==> config.mk <==
export PLATFORM = sky130hd
export DESIGN_NAME = trmf_tile_tracker
export DESIGN_NICKNAME = d
export VERILOG_FILES = /design/src/rtl/trmf_pkg.sv /design/src/rtl/trmf_tile_tracker.sv
export SDC_FILE = /design/constraint.sdc
export NUM_CORES = 1
export LEC_CHECK = 0
export BUFFER_PORTS_ARGS = -buffer_cell sky130_fd_sc_hd__clkbuf_2
export CAP_MARGIN = 25
export CORE_MARGIN = 1.5
export CORE_UTILIZATION = 50
export DETAILED_ROUTE_END_ITERATION = 10
export PLACE_DENSITY_LB_ADDON = 0.15
export SLEW_MARGIN = 20
export SYNTH_ARGS = -nofsm -noshare
export SYNTH_HDL_FRONTEND = slang
export SYNTH_SLANG_ARGS = --single-unit
==> constraint.sdc <==
create_clock -name clk -period 18.27 [get_ports clk]
set_input_delay 3.654 -clock clk [delete_from_list [all_inputs] [get_ports clk]]
set_output_delay 3.654 -clock clk [all_outputs]
set_load 0.02 [all_outputs]
==> src/rtl/trmf_pkg.sv <==
package trmf_pkg;

  // Fixed field widths
  localparam int PIX_W    = 8;
  localparam int IMG_W_W  = 11;
  localparam int IMG_H_W  = 13;
  localparam int CFG_W    = 13;
  localparam int CFG_IX_W = 2;

  // Frame height limit and the row counter width it needs
  localparam int MAX_HEIGHT = 4096;
  localparam int ROW_W      = $clog2(MAX_HEIGHT);

  // Register reset values
  localparam logic [IMG_W_W-1:0] IMAGE_WIDTH_RST  = 11'd640;
  localparam logic [IMG_H_W-1:0] IMAGE_HEIGHT_RST = 13'd480;
  localparam logic [IMG_W_W-1:0] TILE_WIDTH_RST   = 11'd2;
  localparam logic [IMG_H_W-1:0] TILE_HEIGHT_RST  = 13'd2;

  // Register indexes on the config port
  typedef enum logic [CFG_IX_W-1:0] {
    REG_IMAGE_WIDTH  = 2'd0,
    REG_IMAGE_HEIGHT = 2'd1,
    REG_TILE_WIDTH   = 2'd2,
    REG_TILE_HEIGHT  = 2'd3
  } cfg_reg_t;

  typedef struct packed {
    logic [IMG_W_W-1:0] image_width;
    logic [IMG_H_W-1:0] image_height;
    logic [IMG_W_W-1:0] tile_width;
    logic [IMG_H_W-1:0] tile_height;
  } cfg_regs_t;

  // Per-pixel tile status from the position tracker
  typedef struct packed {
    logic store;  // pixel lies in a complete tile
    logic first;  // first pixel of its tile
    logic eof;    // last pixel of the frame
  } tile_flags_t;

endpackage

==> src/rtl/trmf_tile_tracker.sv <==
module trmf_tile_tracker
  import trmf_pkg::*;
#(
  parameter int MAX_WIDTH = 1024
) (
  input  logic                         clk,
  input  logic                         rst,
  input  cfg_regs_t                    cfg,
  input  logic                         start_of_frame,
  input  logic                         advance,
  output logic [$clog2(MAX_WIDTH)-1:0] tile_idx,
  output tile_flags_t                  flags
);

  localparam int CW = $clog2(MAX_WIDTH);
  localparam int XW = (CW + 1 > IMG_W_W) ? CW + 1 : IMG_W_W;

  logic [CW-1:0]    col, offx, tcol;
  logic [ROW_W-1:0] row, offy;
  logic [CW-1:0]    col_next, offx_next, tcol_next;
  logic [ROW_W-1:0] row_next, offy_next;

  logic [CW-1:0]    col_c, offx_c, tcol_c, start_x;
  logic [ROW_W-1:0] row_c, offy_c, start_y;
  logic [XW-1:0]    w_eff, iw_x, tw_eff;
  logic [IMG_H_W-1:0] h_eff, th_eff;
  logic [XW:0]      sum_x;
  logic [IMG_H_W:0] sum_y;
  logic             full_x, full_y, last_col, last_row;

  // Clamp sizes: zero means one, image capped at the store and row limits
  always_comb begin
    iw_x = XW'(cfg.image_width);
    if (iw_x == '0) begin
      w_eff = XW'(1);
    end else if (iw_x > XW'(MAX_WIDTH)) begin
      w_eff = XW'(MAX_WIDTH);
    end else begin
      w_eff = iw_x;
    end
    if (cfg.image_height == '0) begin
      h_eff = IMG_H_W'(1);
    end else if (cfg.image_height > IMG_H_W'(MAX_HEIGHT)) begin
      h_eff = IMG_H_W'(MAX_HEIGHT);
    end else begin
      h_eff = cfg.image_height;
    end
    tw_eff = (cfg.tile_width == '0) ? XW'(1) : XW'(cfg.tile_width);
    th_eff = (cfg.tile_height == '0) ? IMG_H_W'(1) : cfg.tile_height;
  end

  // Current position, cleared by start of frame
  always_comb begin
    col_c  = start_of_frame ? '0 : col;
    row_c  = start_of_frame ? '0 : row;
    offx_c = start_of_frame ? '0 : offx;
    offy_c = start_of_frame ? '0 : offy;
    tcol_c = start_of_frame ? '0 : tcol;
  end

  // Tile completeness and frame edges; offsets never exceed positions
  always_comb begin
    start_x  = col_c - offx_c;
    start_y  = row_c - offy_c;
    sum_x    = (XW+1)'(start_x) + (XW+1)'(tw_eff);
    sum_y    = (IMG_H_W+1)'(start_y) + (IMG_H_W+1)'(th_eff);
    full_x   = sum_x <= (XW+1)'(w_eff);
    full_y   = sum_y <= (IMG_H_W+1)'(h_eff);
    last_col = (XW'(col_c) + XW'(1)) >= w_eff;
    last_row = (IMG_H_W'(row_c) + IMG_H_W'(1)) >= h_eff;
    tile_idx    = tcol_c;
    flags.store = full_x && full_y;
    flags.first = (offx_c == '0) && (offy_c == '0);
    flags.eof   = last_col && last_row;
  end

  // Counter stepping
  always_comb begin
    col_next  = col_c;
    row_next  = row_c;
    offx_next = offx_c;
    offy_next = offy_c;
    tcol_next = tcol_c;
    if (last_col) begin
      col_next  = '0;
      offx_next = '0;
      tcol_next = '0;
      if (last_row) begin
        row_next  = '0;
        offy_next = '0;
      end else begin
        row_next = row_c + ROW_W'(1);
        if ((IMG_H_W'(offy_c) + IMG_H_W'(1)) >= th_eff) begin
          offy_next = '0;
        end else begin
          offy_next = offy_c + ROW_W'(1);
        end
      end
    end else begin
      col_next = col_c + CW'(1);
      if ((XW'(offx_c) + XW'(1)) >= tw_eff) begin
        offx_next = '0;
        tcol_next = tcol_c + CW'(1);
      end else begin
        offx_next = offx_c + CW'(1);
      end
    end
  end

  always_ff @(posedge clk) begin
    if (rst) begin
      col  <= '0;
      row  <= '0;
      offx <= '0;
      offy <= '0;
      tcol <= '0;
    end else if (advance) begin
      col  <= col_next;
      row  <= row_next;
      offx <= offx_next;
      offy <= offy_next;
      tcol <= tcol_next;
    end
  end

endmodule

==> Yosys cells after proc, flatten, opt, wreduce, memory -nomap -nowiden <==
Index checks and enable logic that the tools add are counted.
{ "word_totals": {"memories": 0, "ram_bits": 0, "latch_bits": 0, "reg_bits": 54, "wordCells": 56, "mem_bits_ro": 0, "in_bits": 52} }
{ "classes": {"order_cmp": 8, "n_mul": 0, "add_sub_neg": 13, "mux": 21, "bitwise_logic": 0, "div_mod_pow": 0, "n_reduce_logical": 9, "shift": 0, "n_eq_ne": 0} }
{ "ops": {"columns": ["cell", "n"], "rows": [
  ["two-way mux 12 bit", 7],
  ["two-way mux 10 bit", 8],
  ["two-way mux 13 bit", 3],
  ["two-way mux 11 bit", 3],
  ["adder 10 x 1 -> 10 bit, second input constant", 3],
  ["adder 12 x 1 -> 13 bit, second input constant", 2],
  ["greater-or-equal comparator 13 bit", 2],
  ["logical NOT 13 bit", 2],
  ["adder 12 x 1 -> 12 bit, second input constant", 2],
  ["adder 10 x 1 -> 11 bit, second input constant", 2],
  ["greater-or-equal comparator 11 bit", 2],
  ["logical NOT 11 bit", 2],
  ["adder 12 x 13 -> 14 bit", 1],
  ["<= comparator 14 x 13 -> 1 bit", 1],
  ["greater-than comparator 13 bit, second input constant", 1],
  ["adder 10 x 11 -> 12 bit", 1],
  ["<= comparator 12 x 11 -> 1 bit", 1],
  ["logical NOT 12 bit", 1],
  ["subtractor 12 bit", 1],
  ["greater-than comparator 11 bit, second input constant", 1],
  ["logical NOT 10 bit", 1],
  ["subtractor 10 bit", 1],
  ["logical AND 1 bit", 3]
]} }

==> Logic depth before layout (Yosys ltp) <==
{ "logic_depth": {"ltp_word": 6, "depth_mapped": 28, "depth_no_buf": 24} }

==> Worst setup path before layout <==
No wires, ideal clock.
{ "synth_path": {"path_kind": "input to output", "startpoint": "input port start_of_frame", "endpoint": "output port flags[2] (netlist name)", "path_buffers": 5, "path_slack_ps": 5420, "stages": 26, "arrival_time_ps": 9196, "required_ps": 14616, "path_cell_list": "buf_2 clkbuf_1 buf_2 buf_2 clkbuf_1 nor2b_1 fa_1 a21o_1 a211oi_1 a2111o_1 nand3_1 nand2_1 xnor2_1 ha_1 and3_1 a2111oi_2 o21bai_1 a21o_1 xor2_1 ha_1 a21o_1 a21o_1 nor2_1 o211a_1 o221ai_1 nor4_1"} }
{ "synth_lines": {"columns": ["item", "line_no", "rtl"], "rows": [
  ["start: declaration", "trmf_tile_tracker.sv:9", "input logic start_of_frame,"],
  ["end: declaration", "trmf_tile_tracker.sv:12", "output tile_flags_t flags"]
]} }

==> Implementation_results.wiki <==
{| class="wikitable"
! Metric !! Value
|-
| Final antenna-violating net count || 0
|-
| Async SR Flop Fraction || 0%
|-
| Mean routed wirelength per cell || 16.71 um
|-
| Worst setup EP type || primary output
|-
| Critical setup path kind || primary input to primary output
|-
| Critical path's slowest cell || a2111oi_2
|-
| Via count of the first global-routing pass || 6325
|-
| Clock slew at reported path FFs || 70 ps
|-
| CP delay by family, top || compound AO/OA/AOI/OAI gates
|-
| Area fraction in compound gates after synthesis || 19.83%
|-
| Power Dens Cells || 40.55 nW/um^2
|-
| Maximum number of pins on one net before global-route repair || 64
|-
| Crit-path max cell delay || 530 ps
|-
| Worst EP required || 14620 ps
|-
| Cell-internal power || 205.1 uW
|-
| Share of the yosys chip area belonging to registers || 15.29%
|-
| # nets final || 1134
|-
| Minimum clock period || 12940 ps
|-
| Overall power consumption || 306.4 uW
|-
| Standard cell core area || 13830 sq um
|-
| Run status || complete, no violations
|-
| HPWL after detailed placement || 15390 um
|-
| Clock latency reported for the late side of the worst-skew pair || 300 ps
|-
| Smallest setup slack after layout || 5329 ps
|-
| Post-synthesis simple-gate area fraction || 27.07%
|-
| DRC || 0
|-
| Hold Vio Cnt, Final || 0
|-
| Power share of the sequential group || 38.8%
|-
| Syn nets || 1111
|-
| Clock sink count || 54
|-
| Relative area change from synthesis to final layout || 6.847%
|-
| Max cap viols || 0
|-
| Starting DRT DRC Count || 534
|-
| Clock network power share || 31.6%
|-
| Mean number of vias per cell || 5.938
|-
| First-pass GRT wire length || 31040 um
|-
| Post-Synthesis Cell Area || 7072 sq um
|-
| Total wirelength of the detailed-routed design || 19030 um
|-
| Average footprint of a synthesized cell || 7.555 sq um
|-
| Row count || 43
|-
| Unrepaired setup endpoints after global routing || false
|-
| Cell type contributing the most total cell area after synthesis || ha_1
|-
| Number of max-slew violations in the final report || 0
|-
| Seq cells post-synth || 54
|-
| Maximum count of clock buffers along a single path || 2
|-
| Initial DRT Pass Iterations || 5
|-
| Net Sw Power || 101.3 uW
|-
| Gp weighted congestion || 0.8797
|-
| CTS H-Tree Depth || 2
|-
| Distinct cell type count after synthesis || 68
|-
| Max Clk Rate || 77.27 MHz
|-
| Post-CTS Setup Inserts || 0
|-
| Portion of synthesized cell area occupied by the leading cell type || 21.05%
|-
| Initial Utilization || 51.14%
|-
| Number of enable flip-flop cells after synthesis || 0
|-
| Number of buffers inserted during clock tree synthesis || 5
|-
| Highest net fanout along the worst path || 63
|-
| Die X || 121.9 um
|-
| Synthesis Warnings || 0
|-
| Mux share of post-synthesis cell area || 0.4246%
|-
| Endpoint arrival time on the critical path || 9290 ps
|-
| Final clock period utilization by the worst path || 70.83%
|-
| Remaining max-slew budget at the tightest pin || 36.03%
|-
| Number of port buffers || 64
|-
| Critical path buffer and inverter count || 5
|-
| Min-Delay Path Class || register to register
|-
| Leading register cell type out of synthesis || dfxtp_1
|-
| Global route overflow || 0
|-
| Post-route insts no fill || 1139
|-
| Xor/xnor cell area share of the yosys netlist || 8.917%
|-
| Synthesized instance count || 936
|-
| Leakage || 3.481 nW
|-
| Diode count || 0
|-
| CTS tree || built
|-
| DP Worst Slack || 5387 ps
|-
| Number of hold-repair buffers added at the cts stage || 0
|-
| Combined global-route utilization of all metal layers || 26.09%
|-
| Die ar. || 14870 sq um
|-
| Slew of the pin with the lowest slew margin || 958.5 ps
|-
| CTS-repair resized insts || 0
|-
| Total vias in the final route || 6763
|-
| Worst IR Drop VDD || 0.03138 mV
|-
| Clk Tree Root Cell || clkbuf_16
|-
| Type of origin of the critical path || primary input
|-
| Die extent in y || 121.9 um
|-
| Count of placed standard cells including taps || 1132
|-
| Synth top area cells || ha_1 21%, dfxtp_1 15%, xnor2_1 5.4%, nand2_1 4.5%, nor2_1 4.5%
|-
| Top-level port count || 65
|-
| Post-route setup TNS || 0 ps
|-
| R2r setup slk || 13760 ps
|-
| Fraction of final layout cells sized beyond drive strength 1 || 9.176%
|-
| Final setup viols || 0
|-
| Adder and majority cell fraction of the synthesized area || 22.19%
|-
| Antenna violations before repair || 0
|-
| Main combinational cell family by area after synthesis || simple AND/OR/NAND/NOR gates
|-
| Share of total power in combinational logic || 29.6%
|-
| Clock skew after layout || 5.804 ps
|-
| Sw frac || 33.05%
|}
## path summary, 6_finish.rpt
check                       start  cells past startpoint                    to
max                start_of_frame                     26              flags[2]
min          tcol[5]$_SDFFE_PP0P_                      2  tcol[5]$_SDFFE_PP0P_
max reg2reg   row[1]$_SDFFE_PP0P_                     13  offy[2]$_SDFFE_PP0P_
min reg2reg  tcol[5]$_SDFFE_PP0P_                      2  tcol[5]$_SDFFE_PP0P_
## state kept, by name (all words and copies together) (netlist names)
signal / flops
offy: 12
col: 10
row: 12
tcol: 10
offx: 10
## per-layer routing
layer / routed length [um] / part of all wire (%) / vias to the layer above / GRT usage, %
met5: 0 / 0 / - / 0
met4: 204 / 1.1 / 0 / 5.074
met3: 903 / 4.7 / 18 / 2.107
met2: 8260 / 43 / 172 / 41.57
met1: 9662 / 51 / 3149 / 38.47
li1: - / - / 3424 / -
## cells in the final DEF (no fill, tap or decap), drive strengths merged, types with 5 or more instances in the layout
| cell type | instances |
|---|---|
| a31oi | 6 |
| xnor2 | 44 |
| o21a | 6 |
| dfxtp | 54 |
| ha | 119 |
| a22o | 12 |
| or4 | 8 |
| nor4 | 21 |
| o21ai | 35 |
| nand4 | 20 |
| a21o | 17 |
| a22oi | 20 |
| and2 | 9 |
| nor3 | 21 |
| nand2 | 84 |
| nor2 | 84 |
| a21oi | 48 |
| inv | 61 |
| nand3 | 40 |
| and3 | 14 |
| nand2b | 9 |
| a211oi | 6 |
| and4 | 10 |
| nor2b | 40 |
| nand3b | 6 |
| a2111oi | 5 |
| xor2 | 28 |
| clkbuf | 69 |
## area by class of cell
type / count / area [sq um]
flip-flops and latches: 54 / 1081
multi-input cells: 771 / 5547
repair buffers: 66 / 335.3
inverters: 61 / 229.0
fillers: 1385 / 6271
well taps: 180 / 225.2
clock buffers: 5 / 125.1
clock inverters: 2 / 13.76
## stage by stage
stage                     utilization, %  hold WS [ps]  instance area [sq um]
after global placement             53.64         454.8                   7417
after floorplan                        -         435.5                   7072
final                              54.65         471.1                   7556
after detailed placement           53.64         462.3                   7417
after global routing               54.65         500.7                   7556
after CTS                          54.65         476.8                   7556
## power by group through the flow
stage | Combinational (mW) | Clock, mW | Sequential (mW)
detailed placement | 0.0896 | 0 | 0.121
finish | 0.0907 | 0.0969 | 0.119
global placement | 0.0886 | 0 | 0.122
floorplan | 0.0644 | 0 | 0.121
global route | 0.102 | 0.102 | 0.119
CTS | 0.0902 | 0.0982 | 0.119
## Yosys cell counts (all sizes together) (8+ instances only)
cell type	count
nand4	20
xnor2	44
nor3	21
buf	11
nor2b	40
inv	60
and4	10
clkbuf	39
a22o	12
a21oi	48
o21ai	35
xor2	28
and3	14
nor4	21
a22oi	20
or4	8
nand2	84
and2	9
nand3	40
nand2b	9
ha	119
dfxtp	54
nor2	84
a21o	17
## worst reg2reg max path, stage by stage (launching register included)
cell and delay (ps):
dfxtp_1 370, nor2b_1 360, ha_1 350, nand2_1 110, nor4_1 480, xor2_1 280, ha_1 300, a21o_1 180
a21oi_1 200, o2bb2ai_1 150, a41o_1 320, and3_1 530, and4_1 590, a32o_1 240
## logic make-up after synthesis
kind of cell | after synthesis
adders and majority gates | 123
and+or+nand+nor | 374
muxes | 3
xor gates and xnor gates | 72
buffers and inverters | 111
DFF | 54
AOI/OAI and AO/OA | 199
Power figures use the tool's default switching activity.
